## src/hdl/mscb_pkg.sv

```systemverilog
// shared types, codes and widths for the countdown timer bank
// no dependencies; imported by every module of the bank
package mscb_pkg;

    // default sizing, handed to the top level parameters
    localparam int TIMER_SLOTS_DEF = 16;
    localparam int GEN_BITS_DEF    = 16;

    // field widths of the channels
    localparam int CMD_W      = 2;
    localparam int DELTA_W    = 16;
    localparam int RATE_W     = 24;
    localparam int DELAY_W    = 23;
    localparam int SLOT_OUT_W = 4;
    localparam int GEN_OUT_W  = 16;
    localparam int KIND_W     = 2;

    // stored timer fields
    localparam int REM_W = 26;
    localparam int PER_W = 23;

    // expiry beats per tick are capped
    localparam int MAX_EVENTS = 16;
    localparam int EVT_CNT_W  = 5;

    // command codes
    localparam logic [CMD_W-1:0] CMD_TICK  = 2'd0;
    localparam logic [CMD_W-1:0] CMD_SET   = 2'd1;
    localparam logic [CMD_W-1:0] CMD_CLEAR = 2'd2;

    // result kinds
    localparam logic [KIND_W-1:0] KIND_SET       = 2'd0;
    localparam logic [KIND_W-1:0] KIND_EXPIRE    = 2'd1;
    localparam logic [KIND_W-1:0] KIND_IDLE_TICK = 2'd2;
    localparam logic [KIND_W-1:0] KIND_CLEAR     = 2'd3;

    // controller to datapath
    typedef struct packed {
        logic accept;       // latch the input beat
        logic tick_start;   // reset expiry bookkeeping
        logic clr;          // free the addressed slot, build clear reply
        logic set_invalid;  // build invalid-handle reply
        logic set_take;     // claim the free slot at the find index
        logic set_full;     // build table-full reply
        logic proc_en;      // update the slot in the process stage
        logic flush;        // send the final beat of a tick
        logic reply_send;   // send the held reply
    } mscb_ctl_t;

    // datapath to controller
    typedef struct packed {
        logic out_free;     // output register can take a beat
        logic rate_ok;      // rate on the input is positive
        logic slot_free;    // slot at the find index is not live
    } mscb_stat_t;

endpackage

```

## src/hdl/mscb_ctrl.sv

```systemverilog
// sequencer of the timer bank: accepts commands, walks the slots
// depends on mscb_pkg
module mscb_ctrl
    import mscb_pkg::*;
#(
    parameter int TIMER_SLOTS = TIMER_SLOTS_DEF
)
(
    input  logic                  clk,
    input  logic                  rst_n,
    input  logic                  in_valid,
    output logic                  in_stall,
    input  logic [CMD_W-1:0]      cmd,
    input  mscb_stat_t            stat,
    output mscb_ctl_t             ctl,
    output logic [(TIMER_SLOTS > 1 ? $clog2(TIMER_SLOTS) : 1)-1:0] rd_addr,
    output logic [(TIMER_SLOTS > 1 ? $clog2(TIMER_SLOTS) : 1)-1:0] proc_idx,
    output logic [(TIMER_SLOTS > 1 ? $clog2(TIMER_SLOTS) : 1)-1:0] find_idx
);

    localparam int SLOT_W = (TIMER_SLOTS > 1) ? $clog2(TIMER_SLOTS) : 1;
    localparam int CNT_W  = $clog2(TIMER_SLOTS + 1);

    typedef enum logic [2:0] {
        S_IDLE,
        S_SCAN,
        S_FLUSH,
        S_FIND,
        S_REPLY
    } state_t;

    state_t              state_reg, state_next;
    logic [CNT_W-1:0]    idx_reg, idx_next;
    logic                proc_valid_reg, proc_valid_next;
    logic [SLOT_W-1:0]   proc_idx_reg, proc_idx_next;
    logic                adv;

    // process stage moves on when empty or when the output can take a beat
    assign adv = !proc_valid_reg || stat.out_free;

    always_comb
    begin
        ctl             = '0;
        state_next      = state_reg;
        idx_next        = idx_reg;
        proc_valid_next = proc_valid_reg;
        proc_idx_next   = proc_idx_reg;
        unique case (state_reg)
            S_IDLE:
            begin
                if (in_valid)
                begin
                    ctl.accept = 1'b1;
                    unique case (cmd)
                        CMD_TICK:
                        begin
                            ctl.tick_start  = 1'b1;
                            idx_next        = '0;
                            proc_valid_next = 1'b0;
                            state_next      = S_SCAN;
                        end
                        CMD_SET:
                        begin
                            if (stat.rate_ok)
                            begin
                                idx_next   = '0;
                                state_next = S_FIND;
                            end
                            else
                            begin
                                ctl.set_invalid = 1'b1;
                                state_next      = S_REPLY;
                            end
                        end
                        CMD_CLEAR:
                        begin
                            ctl.clr    = 1'b1;
                            state_next = S_REPLY;
                        end
                        default:
                        begin
                            state_next = S_IDLE;
                        end
                    endcase
                end
            end
            S_SCAN:
            begin
                if (adv)
                begin
                    ctl.proc_en = proc_valid_reg;
                    if (idx_reg == CNT_W'(TIMER_SLOTS))
                    begin
                        proc_valid_next = 1'b0;
                        state_next      = S_FLUSH;
                    end
                    else
                    begin
                        proc_valid_next = 1'b1;
                        proc_idx_next   = idx_reg[SLOT_W-1:0];
                        idx_next        = idx_reg + 1'b1;
                    end
                end
            end
            S_FLUSH:
            begin
                if (stat.out_free)
                begin
                    ctl.flush  = 1'b1;
                    state_next = S_IDLE;
                end
            end
            S_FIND:
            begin
                if (stat.slot_free)
                begin
                    ctl.set_take = 1'b1;
                    state_next   = S_REPLY;
                end
                else if (idx_reg == CNT_W'(TIMER_SLOTS - 1))
                begin
                    ctl.set_full = 1'b1;
                    state_next   = S_REPLY;
                end
                else
                begin
                    idx_next = idx_reg + 1'b1;
                end
            end
            S_REPLY:
            begin
                if (stat.out_free)
                begin
                    ctl.reply_send = 1'b1;
                    state_next     = S_IDLE;
                end
            end
            default:
            begin
                state_next = S_IDLE;
            end
        endcase
    end

    always_ff @(posedge clk or negedge rst_n)
    begin
        if (!rst_n)
        begin
            state_reg      <= S_IDLE;
            idx_reg        <= '0;
            proc_valid_reg <= 1'b0;
            proc_idx_reg   <= '0;
        end
        else
        begin
            state_reg      <= state_next;
            idx_reg        <= idx_next;
            proc_valid_reg <= proc_valid_next;
            proc_idx_reg   <= proc_idx_next;
        end
    end

    assign in_stall = (state_reg != S_IDLE);
    // on a held process stage, re-read its slot so the read data stays put
    assign rd_addr  = (proc_valid_reg && !adv) ? proc_idx_reg : idx_reg[SLOT_W-1:0];
    assign proc_idx = proc_idx_reg;
    assign find_idx = idx_reg[SLOT_W-1:0];

endmodule

```

## src/hdl/mscb_datapath.sv

```systemverilog
// timer storage, live bits, generation counter and result registers
// depends on mscb_pkg; driven by mscb_ctrl
module mscb_datapath
    import mscb_pkg::*;
#(
    parameter int TIMER_SLOTS = TIMER_SLOTS_DEF,
    parameter int GEN_BITS    = GEN_BITS_DEF
)
(
    input  logic                    clk,
    input  logic                    rst_n,
    input  mscb_ctl_t               ctl,
    output mscb_stat_t              stat,
    input  logic [(TIMER_SLOTS > 1 ? $clog2(TIMER_SLOTS) : 1)-1:0] rd_addr,
    input  logic [(TIMER_SLOTS > 1 ? $clog2(TIMER_SLOTS) : 1)-1:0] proc_idx,
    input  logic [(TIMER_SLOTS > 1 ? $clog2(TIMER_SLOTS) : 1)-1:0] find_idx,
    input  logic [DELTA_W-1:0]      delta,
    input  logic signed [RATE_W-1:0] rate,
    input  logic [DELAY_W-1:0]      delay,
    input  logic                    is_loop,
    input  logic [SLOT_OUT_W-1:0]   slot,
    output logic                    out_valid,
    input  logic                    out_stall,
    output logic [KIND_W-1:0]       kind,
    output logic [SLOT_OUT_W-1:0]   handle_slot,
    output logic [GEN_OUT_W-1:0]    handle_generation,
    output logic                    handle_valid,
    output logic                    table_full,
    output logic                    last
);

    localparam int SLOT_W   = (TIMER_SLOTS > 1) ? $clog2(TIMER_SLOTS) : 1;
    localparam int MEM_W    = REM_W + PER_W + 1 + GEN_BITS;
    localparam int PER_LSB  = REM_W;
    localparam int FLAG_BIT = REM_W + PER_W;
    localparam int GEN_LSB  = REM_W + PER_W + 1;

    // timer memory: remaining time, period, loop flag, generation
    logic [MEM_W-1:0]          tmr_mem_reg [TIMER_SLOTS];
    logic [MEM_W-1:0]          rd_data_reg;
    logic                      mem_we;
    logic [SLOT_W-1:0]         mem_waddr;
    logic [MEM_W-1:0]          mem_wdata;

    logic [TIMER_SLOTS-1:0]    live_reg;
    logic [GEN_BITS-1:0]       gen_reg;
    logic [GEN_BITS-1:0]       gen_inc;
    logic [GEN_BITS-1:0]       gen_new;

    // latched input beat
    logic [DELTA_W-1:0]        delta_reg;
    logic [PER_W-1:0]          rate_reg;
    logic [DELAY_W-1:0]        delay_reg;
    logic                      loop_reg;

    // held single reply
    logic [KIND_W-1:0]         rep_kind_reg;
    logic [SLOT_OUT_W-1:0]     rep_slot_reg;
    logic [GEN_OUT_W-1:0]      rep_gen_reg;
    logic                      rep_valid_reg;
    logic                      rep_full_reg;

    // expiry waiting for the next one, so the final one can carry last
    logic                      pend_valid_reg;
    logic [SLOT_OUT_W-1:0]     pend_slot_reg;
    logic [GEN_OUT_W-1:0]      pend_gen_reg;
    logic [EVT_CNT_W-1:0]      ev_cnt_reg;

    logic                      out_valid_reg;
    logic [KIND_W-1:0]         kind_reg;
    logic [SLOT_OUT_W-1:0]     slot_out_reg;
    logic [GEN_OUT_W-1:0]      gen_out_reg;
    logic                      valid_out_reg;
    logic                      full_out_reg;
    logic                      last_reg;

    logic                      live_p;
    logic [REM_W-1:0]          rem_sub;
    logic                      expire;
    logic                      hit;
    logic                      ev_room;
    logic                      push;
    logic                      out_load;
    logic                      slot_in_range;
    logic [SLOT_W-1:0]         clr_idx;
    logic                      out_free;

    // slot update in the process stage
    assign live_p  = live_reg[proc_idx];
    assign rem_sub = rd_data_reg[REM_W-1:0] - REM_W'(delta_reg);
    assign expire  = rem_sub[REM_W-1];
    assign hit     = ctl.proc_en && live_p && expire;
    assign ev_room = (ev_cnt_reg < EVT_CNT_W'(MAX_EVENTS));
    assign push    = hit && ev_room && pend_valid_reg;

    assign gen_inc = gen_reg + 1'b1;
    assign gen_new = ((gen_inc == '1) || (gen_inc == '0)) ? GEN_BITS'(1) : gen_inc;

    assign slot_in_range = (32'(slot) < 32'(TIMER_SLOTS));
    assign clr_idx       = SLOT_W'(slot);

    assign out_free = !out_valid_reg || !out_stall;
    assign out_load = ctl.reply_send || ctl.flush || push;

    assign stat.out_free  = out_free;
    assign stat.rate_ok   = !rate[RATE_W-1] && (rate != '0);
    assign stat.slot_free = !live_reg[find_idx];

    // memory write port: set claims a slot, tick writes back a live slot
    always_comb
    begin
        mem_we    = 1'b0;
        mem_waddr = proc_idx;
        mem_wdata = rd_data_reg;
        if (ctl.set_take)
        begin
            mem_we    = 1'b1;
            mem_waddr = find_idx;
            mem_wdata = {gen_new, loop_reg, rate_reg,
                         REM_W'(rate_reg) + REM_W'(delay_reg)};
        end
        else if (ctl.proc_en && live_p)
        begin
            mem_we = 1'b1;
            if (expire && rd_data_reg[FLAG_BIT])
            begin
                mem_wdata[REM_W-1:0] = REM_W'(rd_data_reg[PER_LSB +: PER_W]);
            end
            else
            begin
                mem_wdata[REM_W-1:0] = rem_sub;
            end
        end
    end

    always_ff @(posedge clk)
    begin
        if (mem_we)
        begin
            tmr_mem_reg[mem_waddr] <= mem_wdata;
        end
        rd_data_reg <= tmr_mem_reg[rd_addr];
    end

    // control state
    always_ff @(posedge clk or negedge rst_n)
    begin
        if (!rst_n)
        begin
            live_reg       <= '0;
            gen_reg        <= '0;
            pend_valid_reg <= 1'b0;
            ev_cnt_reg     <= '0;
            out_valid_reg  <= 1'b0;
        end
        else
        begin
            if (ctl.clr && slot_in_range)
            begin
                live_reg[clr_idx] <= 1'b0;
            end
            else if (ctl.set_take)
            begin
                live_reg[find_idx] <= 1'b1;
            end
            else if (hit && !rd_data_reg[FLAG_BIT])
            begin
                live_reg[proc_idx] <= 1'b0;
            end

            if (ctl.set_take)
            begin
                gen_reg <= gen_new;
            end

            if (ctl.tick_start)
            begin
                pend_valid_reg <= 1'b0;
                ev_cnt_reg     <= '0;
            end
            else if (hit && ev_room)
            begin
                pend_valid_reg <= 1'b1;
                ev_cnt_reg     <= ev_cnt_reg + 1'b1;
            end

            if (out_load)
            begin
                out_valid_reg <= 1'b1;
            end
            else if (!out_stall)
            begin
                out_valid_reg <= 1'b0;
            end
        end
    end

    // payload registers
    always_ff @(posedge clk)
    begin
        if (ctl.accept)
        begin
            delta_reg <= delta;
            rate_reg  <= rate[PER_W-1:0];
            delay_reg <= delay;
            loop_reg  <= is_loop;
        end

        if (hit && ev_room)
        begin
            pend_slot_reg <= SLOT_OUT_W'(proc_idx);
            pend_gen_reg  <= GEN_OUT_W'(rd_data_reg[GEN_LSB +: GEN_BITS]);
        end

        if (ctl.set_invalid || ctl.set_full)
        begin
            rep_kind_reg  <= KIND_SET;
            rep_slot_reg  <= '0;
            rep_gen_reg   <= '0;
            rep_valid_reg <= 1'b0;
            rep_full_reg  <= ctl.set_full;
        end
        else if (ctl.set_take)
        begin
            rep_kind_reg  <= KIND_SET;
            rep_slot_reg  <= SLOT_OUT_W'(find_idx);
            rep_gen_reg   <= GEN_OUT_W'(gen_new);
            rep_valid_reg <= 1'b1;
            rep_full_reg  <= 1'b0;
        end
        else if (ctl.clr)
        begin
            rep_kind_reg  <= KIND_CLEAR;
            rep_slot_reg  <= slot;
            rep_gen_reg   <= '0;
            rep_valid_reg <= 1'b0;
            rep_full_reg  <= 1'b0;
        end

        if (ctl.reply_send)
        begin
            kind_reg      <= rep_kind_reg;
            slot_out_reg  <= rep_slot_reg;
            gen_out_reg   <= rep_gen_reg;
            valid_out_reg <= rep_valid_reg;
            full_out_reg  <= rep_full_reg;
            last_reg      <= 1'b1;
        end
        else if (ctl.flush)
        begin
            kind_reg      <= pend_valid_reg ? KIND_EXPIRE : KIND_IDLE_TICK;
            slot_out_reg  <= pend_valid_reg ? pend_slot_reg : '0;
            gen_out_reg   <= pend_valid_reg ? pend_gen_reg : '0;
            valid_out_reg <= 1'b0;
            full_out_reg  <= 1'b0;
            last_reg      <= 1'b1;
        end
        else if (push)
        begin
            kind_reg      <= KIND_EXPIRE;
            slot_out_reg  <= pend_slot_reg;
            gen_out_reg   <= pend_gen_reg;
            valid_out_reg <= 1'b0;
            full_out_reg  <= 1'b0;
            last_reg      <= 1'b0;
        end
    end

    assign out_valid         = out_valid_reg;
    assign kind              = kind_reg;
    assign handle_slot       = slot_out_reg;
    assign handle_generation = gen_out_reg;
    assign handle_valid      = valid_out_reg;
    assign table_full        = full_out_reg;
    assign last              = last_reg;

endmodule

```

## src/hdl/multi_slot_countdown_timer_bank_core.sv

```systemverilog
// top level of the multi-slot countdown timer bank
// depends on mscb_pkg, mscb_ctrl and mscb_datapath
//
// A bank of TIMER_SLOTS countdown timers in fixed slots. A set beat (cmd 1) with a positive
// rate claims the lowest free slot, loads rate + delay as remaining time and returns one beat
// with the slot and a fresh generation number (wrapping back to 1); a non-positive rate or a
// full bank returns an invalid handle, the latter with table_full. A clear beat (cmd 2) frees
// a slot and returns one beat. A tick beat (cmd 0) subtracts delta from every live timer in slot
// order and returns one expiry beat per timer that drops below zero (at most 16 per tick; a
// periodic timer reloads its period, a one-shot timer frees its slot), or a single
// "no expiry" beat; the final beat of every command has last set. cmd 3 is taken and ignored.
// One command is worked on at a time. A tick walks the slots through the timer memory, one
// slot per cycle while the output can take a beat, before its final beat; a set tests the
// slots from the lowest upward until it finds a free one or reaches the last slot. Stall on
// the output holds the walk in place. No clearing pass is needed after reset: slots that were
// never claimed are not live.
module multi_slot_countdown_timer_bank_core
    import mscb_pkg::*;
#(
    parameter int TIMER_SLOTS = TIMER_SLOTS_DEF,
    parameter int GEN_BITS    = GEN_BITS_DEF
)
(
    input  logic                     clk,
    input  logic                     rst_n,

    // command channel
    input  logic                     in_valid,
    output logic                     in_stall,
    input  logic [CMD_W-1:0]         cmd,
    input  logic [DELTA_W-1:0]       delta,
    input  logic signed [RATE_W-1:0] rate,
    input  logic [DELAY_W-1:0]       delay,
    input  logic                     is_loop,
    input  logic [SLOT_OUT_W-1:0]    slot,

    // result channel
    output logic                     out_valid,
    input  logic                     out_stall,
    output logic [KIND_W-1:0]        kind,
    output logic [SLOT_OUT_W-1:0]    handle_slot,
    output logic [GEN_OUT_W-1:0]     handle_generation,
    output logic                     handle_valid,
    output logic                     table_full,
    output logic                     last
);

    localparam int SLOT_W = (TIMER_SLOTS > 1) ? $clog2(TIMER_SLOTS) : 1;

    mscb_ctl_t          ctl;
    mscb_stat_t         stat;
    logic [SLOT_W-1:0]  rd_addr;   // memory read address, issue or held stage
    logic [SLOT_W-1:0]  proc_idx;  // slot being updated this cycle
    logic [SLOT_W-1:0]  find_idx;  // slot under test for a set

    // sequencer: command decode, slot walk, result ordering
    mscb_ctrl #(
        .TIMER_SLOTS (TIMER_SLOTS)
    ) u_ctrl (
        .clk      (clk),
        .rst_n    (rst_n),
        .in_valid (in_valid),
        .in_stall (in_stall),
        .cmd      (cmd),
        .stat     (stat),
        .ctl      (ctl),
        .rd_addr  (rd_addr),
        .proc_idx (proc_idx),
        .find_idx (find_idx)
    );

    // storage, arithmetic and the output register
    mscb_datapath #(
        .TIMER_SLOTS (TIMER_SLOTS),
        .GEN_BITS    (GEN_BITS)
    ) u_datapath (
        .clk               (clk),
        .rst_n             (rst_n),
        .ctl               (ctl),
        .stat              (stat),
        .rd_addr           (rd_addr),
        .proc_idx          (proc_idx),
        .find_idx          (find_idx),
        .delta             (delta),
        .rate              (rate),
        .delay             (delay),
        .is_loop           (is_loop),
        .slot              (slot),
        .out_valid         (out_valid),
        .out_stall         (out_stall),
        .kind              (kind),
        .handle_slot       (handle_slot),
        .handle_generation (handle_generation),
        .handle_valid      (handle_valid),
        .table_full        (table_full),
        .last              (last)
    );

endmodule
```

## config.mk

```make
export PLATFORM = sky130hd
export DESIGN_NAME = multi_slot_countdown_timer_bank_core
export DESIGN_NICKNAME = d
export VERILOG_FILES = /design/src/hdl/mscb_pkg.sv /design/src/hdl/mscb_ctrl.sv /design/src/hdl/mscb_datapath.sv /design/src/hdl/multi_slot_countdown_timer_bank_core.sv
export SDC_FILE = /design/constraint.sdc
export NUM_CORES = 2
export LEC_CHECK = 0
export BUFFER_PORTS_ARGS = -buffer_cell sky130_fd_sc_hd__buf_2
export CAP_MARGIN = 0
export CORE_ASPECT_RATIO = 1.4
export CORE_MARGIN = 2
export CORE_UTILIZATION = 45
export DETAILED_ROUTE_END_ITERATION = 10
export GPL_TIMING_DRIVEN = 0
export SLEW_MARGIN = 10
export SYNTH_ARGS = -nofsm -noshare
export SYNTH_HDL_FRONTEND = slang
export SYNTH_SLANG_ARGS = --single-unit
```

## constraint.sdc

```tcl
create_clock -name clk -period 13 [get_ports clk]
set_input_delay 3.9 -clock clk [delete_from_list [all_inputs] [get_ports clk]]
set_output_delay 3.9 -clock clk [all_outputs]
set_load 0.01 [all_outputs]
```

======== After elaboration in Yosys (flattened, before gate mapping) ========
Memories as Yosys holds them, arrays and structs flattened. A register that Yosys moved wholly into a read port is not among the register bits.
Index checks and enable logic that the tools add are counted.
operators by class
  $add $sub $neg .......................... 5
  magnitude comparators ................... 7
  equality and inequality tests ........... 21
  muxes and demuxes ....................... 91
  bitwise operators ....................... 6
  reduce and logical (&&, ||, !) cells .... 42
operators with widths
  cell                                                               number
  two-way mux 16 bit                                                 10
  two-way mux 26 bit                                                 3
  two-way mux 4 bit                                                  10
  two-way mux 40 bit                                                 1
  two-way mux 5 bit                                                  8
  two-way mux 1 bit                                                  37
  bitwise AND 16 bit                                                 2
  NOT 16 bit                                                         2
  subtractor 26 x 16 -> 26 bit                                       1
  adder 23 x 23 -> 24 bit                                            1
  nonzero test 24 bit                                                1
  two-way mux 3 bit                                                  7
  adder 16 x 1 -> 16 bit, second input constant                      1
  == test 16 bit, second input constant                              1
  zero test 16 bit                                                   1
  bitwise OR 16 bit                                                  1
  less-than comparator 4 x 5 -> 1 bit, second input constant         3
  one-hot mux 5 bit (3 select lines)                                 1
  nonzero test 3 bit                                                 5
  demux 1 bit (select 4 bit)                                         3
  greater-or-equal comparator 4 x 1 -> 1 bit, second input constant  3
  one-hot mux 3 bit (4 select lines)                                 1
  logical AND 1 bit                                                  11
  adder 5 x 1 -> 5 bit, second input constant                        2
  27 further kinds                                                   56
word-level totals
  bits in registers ....................... 183
  bits in writable memories ............... 1056
  bits of input ports ..................... 74
  memories ................................ 1
memory list
  name                    words  bits a word  rd ports  clocked after Yosys merged registers in  write ports  line                 source
  u_datapath.tmr_mem_reg  16     66           1         1                                        1            mscb_datapath.sv:39  logic [MEM_W-1:0] tmr_mem_reg [TIMER_SLOTS];

======== Depth between registers and ports, before layout ========
  depth in word-level cells ............... 12
  depth in mapped cells ................... 14
  depth with buffers taken out ............ 11

======== Hierarchy ========
Synthesis repeated with hierarchy kept, for this count alone.
second synthesis, totals
  cell total of the unflattened synthesis .. 2667
  area, all modules ....................... 52161.3 um^2
by module, submodules not included
  module         instances  cells each  area each (um^2)  seq. area each (um^2)
  mscb_datapath  1          2561        51227.9           37711.2
  mscb_ctrl      1          106         933.4             325.3

======== Worst setup path before layout ========
Ideal clock, no wire load.
  path type ............................... input port to flip-flop
  from .................................... input out_stall
  to ...................................... memory u_datapath.tmr_mem_reg[13][0] (netlist name), enable pin
  setup time .............................. 0.491 ns
  data arrival time ....................... 7.844 ns
  path slack .............................. 4.665 ns
  stages on the path ...................... 8
  cell sequence ........................... nand2_1 and4b_1 nand4_1 and2_1 buf_2 buf_1 o22a_1 nor2_1
between the ends
  cells in the longest elaborated chain, start to end .. 10
ends and longest elaborated chain
  what                                     line                                        source
  start: declaration                       multi_slot_countdown_timer_bank_core.sv:39  input logic out_stall,
  zero test 1 bit                          mscb_datapath.sv:102                        assign out_free = !out_valid_reg || !out_stall;
  logical OR 1 bit                         mscb_datapath.sv:102
  logical OR 1 bit                         mscb_ctrl.sv:39                             assign adv = !proc_valid_reg || stat.out_free;
  two-way mux 1 bit                        mscb_ctrl.sv:89                             if (adv)
  two-way mux 1 bit                        mscb_ctrl.sv:48                             unique case (state_reg)
  logical AND 1 bit                        mscb_datapath.sv:122                        else if (ctl.proc_en && live_p)
  two-way mux 1 bit                        mscb_datapath.sv:122
  two-way mux 1 bit                        mscb_datapath.sv:115                        if (ctl.set_take)
  two-way mux 1 bit                        mscb_datapath.sv:138                        if (mem_we)
  two-way mux 1 bit (not written as such)  mscb_datapath.sv:140                        tmr_mem_reg[mem_waddr] <= mem_wdata;
  end: declaration                         mscb_datapath.sv:39
No other way between the ends.

======== Worst setup path after layout ========
  from .................................... input out_stall
  to ...................................... register u_datapath.rd_data_reg[45] (read register of u_datapath.tmr_mem_reg)
between the ends
  cells in the longest elaborated chain, start to end .. 6
ends and longest elaborated chain
  what               line                  source
  zero test 1 bit    mscb_datapath.sv:102
  logical OR 1 bit   mscb_datapath.sv:102
  logical OR 1 bit   mscb_ctrl.sv:39
  zero test 1 bit    mscb_ctrl.sv:165      assign rd_addr = (proc_valid_reg && !adv) ? proc_idx_reg : idx_reg[SLOT_W-1:0];
  logical AND 1 bit  mscb_ctrl.sv:165
  two-way mux 4 bit  mscb_ctrl.sv:165
  end: declaration   mscb_datapath.sv:40   logic [MEM_W-1:0] rd_data_reg;
No other way between the ends.
A chain may end at the register's enable or synchronous reset.

==> flow_metrics.env <==
export IMPL_startpoint_type="input port"
export IMPL_yosysTopAreaCell="edfxtp_1"
export IMPL_crit_required_ns=13.57
export IMPL_peakVddDrop_mv=0.1236
export IMPL_relSlewSlack=0.1434
export IMPL_nNetsFinal=3472
export IMPL_syn_avg_cell_area_sq_um=17.31
export IMPL_core_sq_mm=0.1165
export IMPL_leakagePower_nw=20.48
export IMPL_final_setup_skew_ns=0.03218
export IMPL_synth_top_cell_area_share=0.6603
export IMPL_wl_microns=147700
export IMPL_grt_pass1_vias=30810
export IMPL_viasPerCell=6.114
export IMPL_post_route_cells_drive_above_1_share=0.2087
export IMPL_drc=0
export IMPL_synth_common_cells="edfxtp_1, nand2_1, mux4_2"
export IMPL_cts_repair_resized=0
export IMPL_grt_max_degree=59
export IMPL_cts_sinks=1305
export IMPL_num_rows=148
export IMPL_syn_area_sq_mm=0.05294
export IMPL_synth_area_leaders="edfxtp_1, mux4_2, dfxtp_1, dfrtp_1, nand2_1"
export IMPL_vias=30310
export IMPL_routabilityCongestion=0.9403
export IMPL_drv_cap=0
export IMPL_async_flop_share=0.03985
export IMPL_start_util=0.4545
export IMPL_period_minus_slack_ns=6.979
export IMPL_die_area_sq_mm=0.1204
export IMPL_timing_final_crit_share=0.5368
export IMPL_ys_seq_area_frac=0.7185
export IMPL_slowest_stage="clkbuf_1"
export IMPL_crit_path_start="out_stall"
export IMPL_arrival_ns=7.55
export IMPL_cts_tree="built"
export IMPL_ys_warnings_count=0
export IMPL_postLayoutCoreUtil=0.5211
export IMPL_fin_setup_tns_ns=0
export IMPL_drt_initial_drc_count=3107
export IMPL_ant_nets=0
export IMPL_holdCritStartpoint="u_datapath.rd_data_reg[64]$_DFF_P_"
export IMPL_dr_pass1_iters=5
export IMPL_io_buffers=100
export IMPL_critPathMaxStageDelay_ns=0.86
export IMPL_cts_made_buffers=121
export IMPL_critPathMaxFanout=10
export IMPL_crit_type="in -> reg"
export IMPL_hold_class="reg -> reg"
export IMPL_rrSetupSlack_ns=7.81
export IMPL_place_hpwl_microns=102700
export IMPL_fmax_ghz=0.1433
export IMPL_die_w_microns=293.9
export IMPL_maxSlewViolCount=0
export IMPL_r2r_start="u_ctrl.idx_reg[0]$_DFFE_PN0P_"
export IMPL_num_io_pins=101
export IMPL_cts_max_path_buffers=3
export IMPL_outcome="finished clean"
export IMPL_crit_path_cell_trace="buf_2 -> nand3_1 -> mux2i_1 -> buf_2 -> clkbuf_1 -> clkbuf_1 -> mux4_2 -> nand2_1 -> a31oi_1"
export IMPL_hold_viol=0
export IMPL_htree_num_levels=3
export IMPL_worst_pin_slew_ns=1.285
export IMPL_grtUsageTotal=0.2468
export IMPL_synthCells=3059
export IMPL_clk_latency_ns=0.76
export IMPL_antenna_found_initial=2
export IMPL_cp_top_family="buffers and inverters"
export IMPL_syn_nets=3182
export IMPL_yosysMostFrequentCell="edfxtp_1"
export IMPL_design_power_total_mw=12.58
export IMPL_syn2layout_area_growth_pct=14.65
export IMPL_finalSetupViolCount=0
export IMPL_crit_buf_inv=4
export IMPL_synth_cell_types=83
export IMPL_cts_root_buffer="clkbuf_16"
export IMPL_rsz0062_at_grt="false"
export IMPL_synth_edff_count=1164
export IMPL_overflow=0
export IMPL_end_kind="flip-flop"
export IMPL_postCtsSetupBuffers=0
export IMPL_largest_reg_flops=1056
export IMPL_clkSlewWorstSetupHoldPaths_ns=0.06
export IMPL_die_h_microns=409.8
export IMPL_ys_flop_type="edfxtp_1"
export IMPL_ys_ff_latch=1305
export IMPL_powerDensity_mw_per_mm2=207.3
export IMPL_ctsHoldBuffers=0
export IMPL_drt_wirelength_per_cell_microns=29.79
export IMPL_grt_first_pass_wirelength_microns=213700
-- stage by stage --
step                      worst slack [ns]  cell area, sq um  instances  hold WS [ns]
after floorplan                      4.665             52940       3059        0.4081
after global placement             0.04765             55320       4659        0.4151
after detailed placement             5.311             56790       4725        0.4156
after CTS                            6.087             60670       4954        0.4283
after global routing                 5.941             60690       4955        0.4413
final                                6.021             60690       4957        0.4324
-- power by group --
group,internal [mW],leakage (nW),switching (mW),total (mW)
Combinational,1.18,6.72,2.16,3.34
Sequential,5.50,11.9,0.252,5.76
Clock,1.93,1.88,1.55,3.48
Total,8.62,20.5,3.96,12.6
-- path summary, 6_finish.rpt --
check,end,cells past startpoint
min reg2reg,u_datapath.pend_gen_reg[14]$_DFFE_PP_,0
max in group asynchronous,u_datapath.gen_reg[5]$_DFFE_PN0P_,1
min,u_datapath.pend_gen_reg[14]$_DFFE_PP_,0
max reg2reg,u_datapath.tmr_mem_reg[12][21]$_DFFE_PP_,9
min in group asynchronous,u_ctrl.idx_reg[3]$_DFFE_PN0P_,1
max,u_datapath.rd_data_reg[45]$_DFF_P_,9
-- worst reg2reg max path, stage by stage, from the launching register on --
cell	delay (ns)
dfrtp_1	0.43
buf_4	0.23
mux4_2	0.41
mux2i_1	0.08
mux2_4	0.32
nand2_1	0.37
buf_2	0.45
clkbuf_1	1.00
clkbuf_1	0.87
o221ai_2	0.59
-- layer usage --
metal | GRT usage | wire length (microns) | vias to the layer above
li1 | - | - | 12840
met1 | 0.3216 | 58180 | 15920
met2 | 0.4203 | 74470 | 1271
met3 | 0.03206 | 9079 | 275
met4 | 0.09799 | 5945 | 0
met5 | 0 | 0 | -
-- area by class of cell --
cell class	instances	area [sq um]
multi-input combinational	1546	14190
tap	1500	1877
antenna	2	5.005
clock inverter	58	540.5
buffer	166	720.7
inverter	42	160.2
clock buffer	171	3338
timing repair buffer	167	1827
fill	9273	55780
sequential	1305	38040
-- cell families after synthesis --
family / Yosys count / share of synthesized area
flops: 1305 / 0.7185
simple gates: 670 / 0.06027
compound gates: 473 / 0.06320
mux: 310 / 0.1223
buf+inv: 208 / 0.01659
fa+ha+maj: 49 / 0.01186
xor+xnor: 44 / 0.007280
-- layout by cell type (no fill, tap or decap), types with 64 or more instances in the layout --
cell type,instances
a211oi_1,78
a31oi_1,81
and2_1,75
buf_2,150
clkbuf_1,137
clkbuf_16,123
dfxtp_1,89
edfxtp_1,1164
mux4_2,268
nand2_1,334
nor2_1,64
Power figures use the tool's default switching activity.
